--- src/rtl/motor_command_frame_parser_defines.svh ---
// assertion helpers for the parser rtl
// all of them expect clk and rst_n in the scope where they are used
`ifndef MOTOR_COMMAND_FRAME_PARSER_DEFINES_SVH
`define MOTOR_COMMAND_FRAME_PARSER_DEFINES_SVH

// consequent must hold in the same cycle as the antecedent
`define MCFP_ASSERT_NOW(label, ante, cons, msg) \
    label: assert property (@(posedge clk) disable iff (!rst_n) (ante) |-> (cons)) \
        else $error(msg);

// consequent must hold in the cycle after the antecedent
`define MCFP_ASSERT_NEXT(label, ante, cons, msg) \
    label: assert property (@(posedge clk) disable iff (!rst_n) (ante) |=> (cons)) \
        else $error(msg);

`endif

--- src/rtl/mcfp_pkg.sv ---
// ----------------------------------------------------------------------------
// mcfp_pkg
// Types and constants of the motor command frame parser.
// ----------------------------------------------------------------------------
package mcfp_pkg;

    localparam int NAME_MAX    = 9;
    localparam int LEN_W       = $clog2(NAME_MAX + 2);
    localparam int NUM_NAMES   = 6;
    localparam int KNOWN_CHARS = 9;
    localparam int CMP_N       = (NAME_MAX < KNOWN_CHARS) ? NAME_MAX : KNOWN_CHARS;

    localparam int DATA_W = 32;
    localparam int ADDR_W = 3;

    typedef enum logic [2:0] {
        ST_MOTOR1    = 3'd0,
        ST_MOTOR2    = 3'd1,
        ST_SERVO1    = 3'd2,
        ST_SERVO2    = 3'd3,
        ST_ESTOP     = 3'd4,
        ST_CONNECTED = 3'd5,
        ST_MALFORMED = 3'd6,
        ST_UNKNOWN   = 3'd7
    } status_t;

    typedef enum logic {
        REG_DEADBAND   = 1'b0,
        REG_SERVO_MAX  = 1'b1
    } reg_idx_t;

    // names are left justified, first character in element 0
    typedef logic [0:KNOWN_CHARS-1][7:0] known_name_t;

    localparam known_name_t KNOWN_NAMES [NUM_NAMES] = '{
        {"M1", 56'h0},
        {"M2", 56'h0},
        {"S1", 56'h0},
        {"S2", 56'h0},
        {"estop", 32'h0},
        {"connected"}
    };
    localparam int KNOWN_LEN [NUM_NAMES] = '{2, 2, 2, 2, 5, 9};

    localparam logic [7:0] CH_CLOSE = 8'h5D;  // ']'
    localparam logic [7:0] CH_COLON = 8'h3A;  // ':'
    localparam logic [7:0] CH_COMMA = 8'h2C;  // ','
    localparam logic [7:0] CH_PLUS  = 8'h2B;
    localparam logic [7:0] CH_MINUS = 8'h2D;
    localparam logic [7:0] CH_SPACE = 8'h20;
    localparam logic [7:0] CH_ZERO  = 8'h30;
    localparam logic [7:0] CH_NINE  = 8'h39;
    localparam logic [7:0] CH_O     = 8'h6F;
    localparam logic [7:0] CH_N     = 8'h6E;

    localparam logic [7:0] DEADBAND_RST  = 8'd5;
    localparam logic [7:0] SERVO_MAX_RST = 8'd180;

    typedef struct packed {
        status_t     status;
        logic        motor_reverse;
        logic [7:0]  motor_duty;
        logic [7:0]  servo_angle;
        logic        estop_on;
        logic [16:0] battery_value;
        logic        value_saturated;
        logic        frame_end;
    } result_t;

endpackage

--- src/rtl/motor_command_frame_parser.sv ---
// ----------------------------------------------------------------------------
// motor_command_frame_parser
// Byte-wise parser of bracketed motor/servo command frames.
// ----------------------------------------------------------------------------
// Usage:
//   input channel (in_valid/in_ready) carries one received byte plus the
//   current battery reading; output channel (out_valid/out_ready) carries
//   one decoded item each time a ',' or ']' ends an item.
//   the apb port holds deadband (addr 0) and servo_max_angle (addr 4); the
//   user must write it only while the block is idle; the block does not enforce this.
// Throughput and timing:
//   one byte is accepted per cycle while the output is not stalled; a result
//   appears in the output register in the cycle after its terminating byte is accepted. per-byte work is one
//   pass of the parse logic between the state registers and the result
//   register.
// Stall:
//   while a result waits in the output register and out_ready is low, no
//   new byte is accepted; when the result is taken a new byte is accepted
//   in the same cycle.
// Reset:
//   rst_n clears the parse state to the start of a frame, empties the output
//   register and restores deadband 5 and servo_max_angle 180.
// ----------------------------------------------------------------------------
`include "motor_command_frame_parser_defines.svh"

module motor_command_frame_parser (
    input  logic                        clk,
    input  logic                        rst_n,

    input  logic                        in_valid,
    output logic                        in_ready,
    input  logic [7:0]                  rx_byte,
    input  logic [11:0]                 battery_sample,

    output logic                        out_valid,
    input  logic                        out_ready,
    output logic [2:0]                  status,
    output logic                        motor_reverse,
    output logic [7:0]                  motor_duty,
    output logic [7:0]                  servo_angle,
    output logic                        estop_on,
    output logic [16:0]                 battery_value,
    output logic                        value_saturated,
    output logic                        frame_end,

    input  logic                        psel,
    input  logic                        penable,
    input  logic                        pwrite,
    input  logic [mcfp_pkg::ADDR_W-1:0] paddr,
    input  logic [mcfp_pkg::DATA_W-1:0] pwdata,
    output logic [mcfp_pkg::DATA_W-1:0] prdata,
    output logic                        pready
);

    typedef enum logic [1:0] {
        PH_SPACE  = 2'd0,
        PH_SIGN   = 2'd1,
        PH_DIGITS = 2'd2,
        PH_DONE   = 2'd3
    } phase_t;

    typedef enum logic [1:0] {
        ON_NONE = 2'd0,
        ON_O    = 2'd1,
        ON_ON   = 2'd2,
        ON_FAIL = 2'd3
    } on_t;

    // configuration
    logic [7:0] deadband_reg;
    logic [7:0] servo_max_reg;

    // parse state
    logic                           at_frame_start_reg;
    logic [7:0]                     name_chars_reg [mcfp_pkg::NAME_MAX];
    logic [mcfp_pkg::LEN_W-1:0]     name_length_reg;
    logic                           seen_colon_reg;
    phase_t                         parse_phase_reg;
    logic                           value_negative_reg;
    logic [15:0]                    value_magnitude_reg;
    on_t                            on_match_reg;

    logic                           out_valid_reg;
    mcfp_pkg::result_t              res_reg;

    logic                           in_acc;
    logic                           is_close;
    logic                           is_comma;
    logic                           is_digit;
    logic                           is_space;
    logic                           is_sign;
    logic                           has_result;
    logic                           name_wr;
    logic                           value_wr;

    phase_t                         parse_phase_next;
    on_t                            on_match_next;
    logic [15:0]                    value_magnitude_next;
    logic [19:0]                    mag_times10;

    mcfp_pkg::result_t              res_next;
    logic [mcfp_pkg::NUM_NAMES-1:0] hit;
    logic [15:0]                    mag_clip;
    logic                           clip_sat;
    logic                           reverse;
    logic [17:0]                    batt_x45;

    assign in_ready = !out_valid_reg || out_ready;
    assign in_acc   = in_valid && in_ready;

    assign is_close = (rx_byte == mcfp_pkg::CH_CLOSE);
    assign is_comma = (rx_byte == mcfp_pkg::CH_COMMA);
    assign is_digit = (rx_byte >= mcfp_pkg::CH_ZERO) && (rx_byte <= mcfp_pkg::CH_NINE);
    assign is_space = (rx_byte == mcfp_pkg::CH_SPACE) || ((rx_byte >= 8'd9) && (rx_byte <= 8'd13));
    assign is_sign  = (rx_byte == mcfp_pkg::CH_PLUS) || (rx_byte == mcfp_pkg::CH_MINUS);

    assign has_result = is_close || (!at_frame_start_reg && is_comma);
    assign name_wr    = !is_close && !at_frame_start_reg && !is_comma && !seen_colon_reg
                        && (rx_byte != mcfp_pkg::CH_COLON);
    assign value_wr   = !is_close && !at_frame_start_reg && !is_comma && seen_colon_reg;

    // value byte: "on" matcher, atol phase and saturating accumulate
    assign mag_times10 = {1'b0, value_magnitude_reg, 3'b000}
                         + {3'b000, value_magnitude_reg, 1'b0}
                         + {12'd0, rx_byte - mcfp_pkg::CH_ZERO};

    always_comb
    begin
        unique case (on_match_reg)
            ON_NONE: on_match_next = (rx_byte == mcfp_pkg::CH_O) ? ON_O : ON_FAIL;
            ON_O:    on_match_next = (rx_byte == mcfp_pkg::CH_N) ? ON_ON : ON_FAIL;
            default: on_match_next = ON_FAIL;
        endcase

        unique case (parse_phase_reg)
            PH_SPACE:
            begin
                if (is_space)
                    parse_phase_next = PH_SPACE;
                else if (is_sign)
                    parse_phase_next = PH_SIGN;
                else
                    parse_phase_next = is_digit ? PH_DIGITS : PH_DONE;
            end
            PH_SIGN, PH_DIGITS:
                parse_phase_next = is_digit ? PH_DIGITS : PH_DONE;
            default:
                parse_phase_next = PH_DONE;
        endcase

        value_magnitude_next = value_magnitude_reg;
        if (is_digit && (parse_phase_reg != PH_DONE))
            value_magnitude_next = (mag_times10 > 20'd65535) ? 16'hFFFF : mag_times10[15:0];
    end

    // item finish, evaluated on the state before the terminating byte
    assign batt_x45 = 18'(battery_sample) * 18'd45;

    always_comb
    begin
        for (int k = 0; k < mcfp_pkg::NUM_NAMES; k++)
        begin
            hit[k] = (int'(name_length_reg) == mcfp_pkg::KNOWN_LEN[k])
                     && (mcfp_pkg::KNOWN_LEN[k] <= mcfp_pkg::NAME_MAX);
            for (int i = 0; i < mcfp_pkg::CMP_N; i++)
            begin
                if ((i < mcfp_pkg::KNOWN_LEN[k])
                    && (name_chars_reg[i] != mcfp_pkg::KNOWN_NAMES[k][i]))
                    hit[k] = 1'b0;
            end
        end

        // clip to the signed 16-bit range
        if (value_negative_reg)
        begin
            clip_sat = (value_magnitude_reg > 16'd32768);
            mag_clip = clip_sat ? 16'd32768 : value_magnitude_reg;
        end
        else
        begin
            clip_sat = (value_magnitude_reg > 16'd32767);
            mag_clip = clip_sat ? 16'd32767 : value_magnitude_reg;
        end

        // deadband forces speed to zero, which drives forward
        reverse = value_negative_reg && (mag_clip != 16'd0)
                  && (mag_clip >= {8'd0, deadband_reg});

        res_next = '0;
        res_next.frame_end = is_close;
        if (!seen_colon_reg)
            res_next.status = mcfp_pkg::ST_MALFORMED;
        else if (hit == '0)
            res_next.status = mcfp_pkg::ST_UNKNOWN;
        else if (hit[0] || hit[1])
        begin
            res_next.status = hit[0] ? mcfp_pkg::ST_MOTOR1 : mcfp_pkg::ST_MOTOR2;
            if (mag_clip < {8'd0, deadband_reg})
            begin
                res_next.motor_duty      = 8'd0;
                res_next.value_saturated = clip_sat;
            end
            else if (reverse)
            begin
                res_next.motor_reverse   = 1'b1;
                res_next.motor_duty      = (mag_clip > 16'd255) ? 8'd0 : 8'd255 - mag_clip[7:0];
                res_next.value_saturated = clip_sat || (mag_clip > 16'd255);
            end
            else
            begin
                res_next.motor_duty      = (mag_clip > 16'd255) ? 8'd255 : mag_clip[7:0];
                res_next.value_saturated = clip_sat || (mag_clip > 16'd255);
            end
        end
        else if (hit[2] || hit[3])
        begin
            res_next.status = hit[2] ? mcfp_pkg::ST_SERVO1 : mcfp_pkg::ST_SERVO2;
            if (value_negative_reg && (mag_clip != 16'd0))
            begin
                res_next.servo_angle     = 8'd0;
                res_next.value_saturated = 1'b1;
            end
            else if (mag_clip > {8'd0, servo_max_reg})
            begin
                res_next.servo_angle     = servo_max_reg;
                res_next.value_saturated = 1'b1;
            end
            else
            begin
                res_next.servo_angle     = mag_clip[7:0];
                res_next.value_saturated = clip_sat;
            end
        end
        else if (hit[4])
        begin
            res_next.status   = mcfp_pkg::ST_ESTOP;
            res_next.estop_on = (on_match_reg == ON_ON);
        end
        else
        begin
            res_next.status        = mcfp_pkg::ST_CONNECTED;
            res_next.battery_value = batt_x45[17:1];
        end
    end

    // parse state
    always_ff @(posedge clk or negedge rst_n)
    begin
        if (!rst_n)
        begin
            at_frame_start_reg  <= 1'b1;
            name_length_reg     <= '0;
            seen_colon_reg      <= 1'b0;
            parse_phase_reg     <= PH_SPACE;
            value_negative_reg  <= 1'b0;
            value_magnitude_reg <= '0;
            on_match_reg        <= ON_NONE;
            for (int i = 0; i < mcfp_pkg::NAME_MAX; i++)
                name_chars_reg[i] <= '0;
        end
        else if (in_acc)
        begin
            if (is_close || (!at_frame_start_reg && is_comma))
            begin
                at_frame_start_reg  <= is_close;
                name_length_reg     <= '0;
                seen_colon_reg      <= 1'b0;
                parse_phase_reg     <= PH_SPACE;
                value_negative_reg  <= 1'b0;
                value_magnitude_reg <= '0;
                on_match_reg        <= ON_NONE;
            end
            else if (at_frame_start_reg)
                at_frame_start_reg <= 1'b0;
            else if (!seen_colon_reg && (rx_byte == mcfp_pkg::CH_COLON))
                seen_colon_reg <= 1'b1;
            else if (name_wr)
            begin
                // chars past the limit only count toward the length
                for (int i = 0; i < mcfp_pkg::NAME_MAX; i++)
                begin
                    if (name_length_reg == mcfp_pkg::LEN_W'(i))
                        name_chars_reg[i] <= rx_byte;
                end
                if (name_length_reg <= mcfp_pkg::LEN_W'(mcfp_pkg::NAME_MAX))
                    name_length_reg <= name_length_reg + 1'b1;
            end
            else if (value_wr)
            begin
                on_match_reg        <= on_match_next;
                parse_phase_reg     <= parse_phase_next;
                value_magnitude_reg <= value_magnitude_next;
                if ((parse_phase_reg == PH_SPACE) && is_sign)
                    value_negative_reg <= (rx_byte == mcfp_pkg::CH_MINUS);
            end
        end
    end

    // output register
    always_ff @(posedge clk or negedge rst_n)
    begin
        if (!rst_n)
            out_valid_reg <= 1'b0;
        else if (in_acc && has_result)
            out_valid_reg <= 1'b1;
        else if (out_ready)
            out_valid_reg <= 1'b0;
    end

    always_ff @(posedge clk)
    begin
        if (in_acc && has_result)
            res_reg <= res_next;
    end

    // configuration registers
    always_ff @(posedge clk or negedge rst_n)
    begin
        if (!rst_n)
        begin
            deadband_reg  <= mcfp_pkg::DEADBAND_RST;
            servo_max_reg <= mcfp_pkg::SERVO_MAX_RST;
        end
        else if (psel && penable && pwrite && pready)
        begin
            unique case (mcfp_pkg::reg_idx_t'(paddr[2]))
                mcfp_pkg::REG_DEADBAND:  deadband_reg  <= pwdata[7:0];
                mcfp_pkg::REG_SERVO_MAX: servo_max_reg <= pwdata[7:0];
                default:                 deadband_reg  <= deadband_reg;
            endcase
        end
    end

    always_comb
    begin
        unique case (mcfp_pkg::reg_idx_t'(paddr[2]))
            mcfp_pkg::REG_DEADBAND:  prdata = {24'd0, deadband_reg};
            mcfp_pkg::REG_SERVO_MAX: prdata = {24'd0, servo_max_reg};
            default:                 prdata = '0;
        endcase
    end

    assign pready = 1'b1;

    assign out_valid       = out_valid_reg;
    assign status          = res_reg.status;
    assign motor_reverse   = res_reg.motor_reverse;
    assign motor_duty      = res_reg.motor_duty;
    assign servo_angle     = res_reg.servo_angle;
    assign estop_on        = res_reg.estop_on;
    assign battery_value   = res_reg.battery_value;
    assign value_saturated = res_reg.value_saturated;
    assign frame_end       = res_reg.frame_end;

    // checks
    `MCFP_ASSERT_NEXT(a_close_ends_frame, in_acc && is_close, at_frame_start_reg && out_valid_reg && res_reg.frame_end, "closing bracket did not end the frame")
    `MCFP_ASSERT_NOW(a_frame_start_clean, at_frame_start_reg, (name_length_reg == '0) && !seen_colon_reg, "item state not clear at frame start")
    `MCFP_ASSERT_NOW(a_estop_stops, out_valid_reg && (res_reg.status == mcfp_pkg::ST_ESTOP), (res_reg.motor_duty == 8'd0) && !res_reg.motor_reverse, "estop result drives a motor")
    `MCFP_ASSERT_NOW(a_servo_clamped, out_valid_reg && ((res_reg.status == mcfp_pkg::ST_SERVO1) || (res_reg.status == mcfp_pkg::ST_SERVO2)), res_reg.servo_angle <= servo_max_reg, "servo angle above limit")
    `MCFP_ASSERT_NOW(a_bad_item_quiet, out_valid_reg && ((res_reg.status == mcfp_pkg::ST_MALFORMED) || (res_reg.status == mcfp_pkg::ST_UNKNOWN)), (res_reg.motor_duty == 8'd0) && !res_reg.value_saturated && (res_reg.battery_value == '0), "bad item carries payload")

endmodule

--- config.mk ---
export PLATFORM = sky130hd
export DESIGN_NAME = motor_command_frame_parser
export DESIGN_NICKNAME = d
export VERILOG_FILES = /design/src/rtl/mcfp_pkg.sv /design/src/rtl/motor_command_frame_parser.sv
export VERILOG_INCLUDE_DIRS = /design/src /design/src/rtl
export SDC_FILE = /design/constraint.sdc
export NUM_CORES = 1
export LEC_CHECK = 0
export BUFFER_PORTS_ARGS = -buffer_cell sky130_fd_sc_hd__buf_2
export CELL_PAD_IN_SITES_DETAIL_PLACEMENT = 0
export CELL_PAD_IN_SITES_GLOBAL_PLACEMENT = 1
export CORE_MARGIN = 2
export CORE_UTILIZATION = 48
export CTS_BUF_LIST = sky130_fd_sc_hd__clkbuf_8
export CTS_CLUSTER_DIAMETER = 30
export DETAILED_ROUTE_END_ITERATION = 10
export PLACE_DENSITY_LB_ADDON = 0.08
export SETUP_SLACK_MARGIN = 0.15
export SYNTH_ARGS = -nofsm -noshare
export SYNTH_HDL_FRONTEND = slang
export SYNTH_SLANG_ARGS = --single-unit
--- constraint.sdc ---
create_clock -name clk -period 4 [get_ports clk]
set_clock_uncertainty 0.05 [all_clocks]
set_input_delay 0.2 -clock clk [delete_from_list [all_inputs] [get_ports clk]]
set_output_delay 0.2 -clock clk [all_outputs]
set_load 0.02 [all_outputs]
=== Yosys cells after proc, flatten, opt, wreduce, memory -nomap -nowiden ===
Cells that the tools add are included.

* Add/subtract/negate cells: 5
* $lt $le $gt $ge: 12
* Equality and inequality tests: 46
* Multipliers: 1
* Bitwise operators: 8
* Reduce and logical (&&, ||, !) cells: 63
* Multiplexer cells: 82

{| class="wikitable"
|+ Operators with widths
! operator !! number
|-
| $mux W16 || 10
|-
| $ne A8 B7 Y1 const B || 16
|-
| $reduce_and A6 Y1 || 11
|-
| $pmux W32 S2 || 1
|-
| $mux W1 || 45
|-
| $eq A8 B6 Y1 const B || 5
|-
| $mux W8 || 4
|-
| $mux W2 || 13
|-
| $eq A8 B7 Y1 const B || 3
|-
| $ne A8 B6 Y1 const B || 3
|-
| $add A19 B17 Y20 || 1
|-
| $add A20 B8 Y20 || 1
|-
| $eq A4 B3 Y1 const B || 5
|-
| $gt A20 B16 Y1 const B || 1
|-
| $mux W4 || 5
|-
| $mul A12 B6 Y18 const B || 1
|-
| $logic_and A1 B1 Y1 || 17
|-
| $ge A16 B8 Y1 || 1
|-
| $gt A16 B15 Y1 const B || 1
|-
| $gt A16 B16 Y1 const B || 1
|-
| $gt A16 B8 Y1 || 1
|-
| $gt A16 B8 Y1 const B || 1
|-
| $lt A16 B8 Y1 || 1
|-
| $reduce_bool A16 Y1 || 1
|-
| other kinds (30) || 68
|}

* Output and inout port bits: 75
* Input bits: 62
* Bits in registers: 156
* Logic and storage cells: 245

=== Logic depth before layout (Yosys ltp) ===
* Depth in word-level cells: 12
* Mapped depth: 15

=== Worst setup path after synthesis ===
No wires, ideal clock.

* Kind: input -> register
* Start: input battery_sample[1]
* End: register res_reg, in the netlist battery_value[13], data pin
* Setup slack: 643 ps
* Data required time: 3695 ps
* Data arrival time: 3052 ps
* Setup time: 255 ps
* Stages on the path: 13
* Cells stage by stage: ha_1 -> inv_1 -> fa_1 -> fa_1 -> inv_1 -> ha_1 -> nor2b_1 -> o21a_1 -> o21ai_0 -> a21oi_1 -> a311oi_1 -> xnor2_1 -> and2_1

* Word-level cells in the longest chain between the ends: 1

{| class="wikitable"
|+ RTL lines
! item !! line !! text
|-
| from (decl) || motor_command_frame_parser.sv:33 || <nowiki>input logic [11:0] battery_sample,</nowiki>
|-
| $mul A12 B6 Y18 || motor_command_frame_parser.sv:157 || <nowiki>assign batt_x45 = 18'(battery_sample) * 18'd45;</nowiki>
|-
| to (signal assigned) || motor_command_frame_parser.sv:313 || <nowiki>res_reg <= res_next;</nowiki>
|-
| to (decl) || motor_command_frame_parser.sv:84 || <nowiki>mcfp_pkg::result_t res_reg;</nowiki>
|}

No other way between the ends.
A chain may end at the register's enable or synchronous reset.

=== Worst setup path in the final report ===
* Start: register value_magnitude_reg[2]
* End: register value_magnitude_reg[12]

* Word-level cells in the longest chain between the ends: 10

{| class="wikitable"
|+ RTL lines
! item !! line !! text
|-
| from (decl) || motor_command_frame_parser.sv:80 || <nowiki>logic [15:0] value_magnitude_reg;</nowiki>
|-
| from (signal assigned) || motor_command_frame_parser.sv:292 || <nowiki>value_magnitude_reg <= value_magnitude_next;</nowiki>
|-
| $add A19 B17 Y20 (*) || motor_command_frame_parser.sv:124 || <nowiki>+ {3'b000, value_magnitude_reg, 1'b0}</nowiki>
|-
| $add A20 B8 Y20 (*) || motor_command_frame_parser.sv:125 || <nowiki>+ {12'd0, rx_byte - mcfp_pkg::CH_ZERO};</nowiki>
|-
| $gt A20 B16 Y1 || motor_command_frame_parser.sv:153 || <nowiki>value_magnitude_next = (mag_times10 > 20'd65535) ? 16'hFFFF : mag_times10[15:0];</nowiki>
|-
| $mux W16 (*) || motor_command_frame_parser.sv:153 ||
|-
| $mux W16 (*) || motor_command_frame_parser.sv:152 || <nowiki>if (is_digit && (parse_phase_reg != PH_DONE))</nowiki>
|-
| $mux W16 (*) || motor_command_frame_parser.sv:288 || <nowiki>else if (value_wr)</nowiki>
|-
| $mux W16 (*) || motor_command_frame_parser.sv:277 || <nowiki>else if (name_wr)</nowiki>
|-
| $mux W16 (*) || motor_command_frame_parser.sv:275 || <nowiki>else if (!seen_colon_reg && (rx_byte == mcfp_pkg::CH_COLON))</nowiki>
|-
| $mux W16 (*) || motor_command_frame_parser.sv:273 || <nowiki>else if (at_frame_start_reg)</nowiki>
|-
| $mux W16 (*) || motor_command_frame_parser.sv:263 || <nowiki>if (is_close || (!at_frame_start_reg && is_comma))</nowiki>
|}

Every way passes the cells marked *; elsewhere a longest branch is shown, timed or not. The select of a mux whose other input is x is not followed.

==> metrics.txt <==
outcome finished, final reports clean; Via density 5.39; setup slack after placement 0.267 ns; Hold Vio Cnt, Final 0; leakage between 5 and 6 nW; Avg Inst Size Synth approximately 11 um2; Post-DRT Antenna Nets 0; TritonCTS clock tree done; total global-route track usage 0.220; WL/cell approximately 17 um; Final Cycle Share 0.859; unrepaired setup endpoints after global routing false; worst r2r src value_magnitude_reg[2]$_DFFE_PN0P_; WP data arrival 3.71 ns; Logic pwr share 0.324; pin count of the biggest net entering global routing 62; first-pass GRT wire length roughly 38 mm; startpoint types register; Worst-path clk slew about 0.090 ns; Max Slew Vio Count 0; antenna violations before repair 1; Rows 53; die area around 0.022 mm2; detailed-router iteration count before antenna repair 4; Crit Path Category reg -> reg; Num CTS Buffers 17; final setup vio count 0; DP Area roughly 0.011 mm2; I/O pins between 100 and 150; leading area contributor after synthesis dfrtp_1; GRT overflow 0; Cells after Synth 942; Hold Path Class in -> reg; Setup TNS 0 ns; nets@finish ~1,200; Synth Flop Type dfrtp_1; CORE AREA 0.0208 mm2; post-CTS setup buffer count 0; WL final approximately 23 mm; # Max-Cap Violations 0; post-synth top area share 0.270; drt drc 0; Design Area, Final between 0.01 and 0.015 mm2; Area Growth Syn to Fin 12.4%; Via Count just over 7,000; part of the power in registers 0.438; synth warn 0; Post-DP HPWL around 18 mm; crit path time final between 3 and 4 ns; Die Y about 150 um; Max VDD drop around 0.00025 V; post-CTS sizing 0; measured slew at the worst slew-check pin 0.795 ns; CP max FO 7; Worst Setup EP value_magnitude_reg[12]$_DFFE_PN0P_; Yosys reg bits approximately 160; Crit. End Element register; fmax between 0.2 and 0.3 GHz; Seq/Total Area, Yosys 0.407; Clk network pwr share 0.238; sw frac 0.336; P_int 3.63 mW; Net Sw Power around 1.8 mW; CP required around 4.3 ns; async set-or-reset flop fraction in the synthesized netlist 0.744; clock sinks roughly 160; crit path launch value_magnitude_reg[2]$_DFFE_PN0P_; vias in the first global route just over 7,000; routability cong. between 0.8 and 0.9; reg2reg end value_magnitude_reg[12]$_DFFE_PN0P_; Port-buffer cells between 80 and 90; CTS Buffer Depth 2; n_diodes 0; max FFs per register 72; Cell Area, Synth 0.0101 mm2; Post-synth EDFFs 40; slew margin rel. 0.470; CTS root buf clkbuf_8; worst r2r path cells 10; synth top area cells dfrtp_1 (27%), edfxtp_1 (12%), ha_1 (11%); H-tree depth 4; clk_lat worst skew around 0.45 ns; Final WS setup about 0.57 ns; drt initial violations roughly 330; pwr dens slightly below 500 mW/mm2; starting density of the core 0.485; die width between 100 and 150 um; post-synth cell types 71; fraction of layout cells with a size suffix above 1 0.239; R2R Setup Slk ~0.57 ns
==> final cells by class <==
class,count,area (um2)
Timing Repair Buffer,114,681
Multi-Input combinational cell,679,5490
Clock inverter,14,183
Fill cell,1881,9470
Clock buffer,18,248
Sequential cell,156,4110
Inverter,80,300
Tap cell,275,344
==> timing repair <==
item | 4_1_cts | 5_1_grt
setup endpoints to repair | 0 | 0
hold buffers | 9 | 0
hold endpoints to repair | 71 | 0
==> worst min-delay path by stage <==
stage / startpoint / endpoint / depth (start not counted)
after CTS: in_valid / at_frame_start_reg$_DFFE_PN1P_ / 3
final: in_valid / at_frame_start_reg$_DFFE_PN1P_ / 3
after global placement: rst_n / servo_max_reg[3]$_DFFE_PN0P_ / 1
after global routing: in_valid / at_frame_start_reg$_DFFE_PN1P_ / 3
after floorplan: rst_n / deadband_reg[1]$_DFFE_PN0P_ / 0
after detailed placement: rst_n / deadband_reg[1]$_DFFE_PN0P_ / 1
==> cell families after synthesis <==
logic type               synth area share
AND/OR/NAND/NOR                     0.135
AO/OA/AOI/OAI                       0.112
flip-flops                          0.407
buffers and inverters              0.0583
adder cells (fa/ha/maj)             0.157
multiplexers                        0.100
XOR/XNOR                           0.0295
other                            0.000743
==> metrics by stage <==
| step | std cells | util | power, mW | hold WS (ns) |
|---|---|---|---|---|
| detailed placement | 1295 | 0.520 | 4.19 | 0.272 |
| finish | 1336 | 0.545 | 5.47 | 0.0548 |
| CTS | 1336 | 0.545 | 5.51 | 0.0299 |
| global placement | 1295 | 0.520 | 4.16 | 0.274 |
| global route | 1336 | 0.545 | 5.86 | 0.0304 |
| floorplan | 965 | - | 3.75 | -0.146 |
==> power by group through the flow <==
stage / combinational [mW] / sequential, mW / clock (mW)
after floorplan: 1.45 / 2.31 / 0
after detailed placement: 1.76 / 2.42 / 0
after global placement: 1.75 / 2.41 / 0
after global routing: 2.00 / 2.46 / 1.40
final: 1.77 / 2.39 / 1.30
after CTS: 1.79 / 2.39 / 1.33
==> layer usage <==
layer  track usage  up-vias  part of all wire
li1              -     3536                 -
met1         0.305     3487              0.47
met2         0.359      158              0.47
met3        0.0358       22             0.035
met4        0.0600        0             0.018
met5             0        -                 0
==> cell usage in the layout (no fill, tap or decap), types with 22 or more instances in the layout <==
cell,instances
nand2_1,61
ha_1,88
dfrtp_1,109
edfxtp_1,40
xnor2_1,22
mux2_2,89
o21ai_0,49
a21oi_1,45
inv_1,79
conb_1,25
fa_1,24
nor2_1,43
buf_2,84
==> cell usage after synthesis, types with 5 or more instances <==
cell,number
a211oi_1,6
a21o_1,8
a21oi_1,45
a22oi_1,9
and2_1,16
buf_4,26
clkbuf_1,20
dfrtp_1,109
dfstp_2,7
edfxtp_1,40
fa_1,24
ha_1,88
inv_1,79
mux2_2,89
nand2_1,61
nand2b_1,9
nand3_1,17
nand3b_1,5
nand4_1,11
nor2_1,43
nor2b_1,5
nor3_1,10
nor4_1,11
nor4bb_1,10
o211ai_1,5
o21a_1,18
o21ai_0,49
o31ai_1,7
xnor2_1,22
xor2_1,12
==> critical path, cell delays in order, from the launching register on <==
cell      delay [ns]
dfrtp_1         0.50
fa_1            0.55
inv_1           0.06
fa_1            0.44
nand2b_1        0.19
a21oi_1         0.27
o211ai_1        0.20
o221ai_1        0.26
xor2_1          0.20
nor4_4          0.46
a21oi_1         0.13
Power figures use the tool's default switching activity.
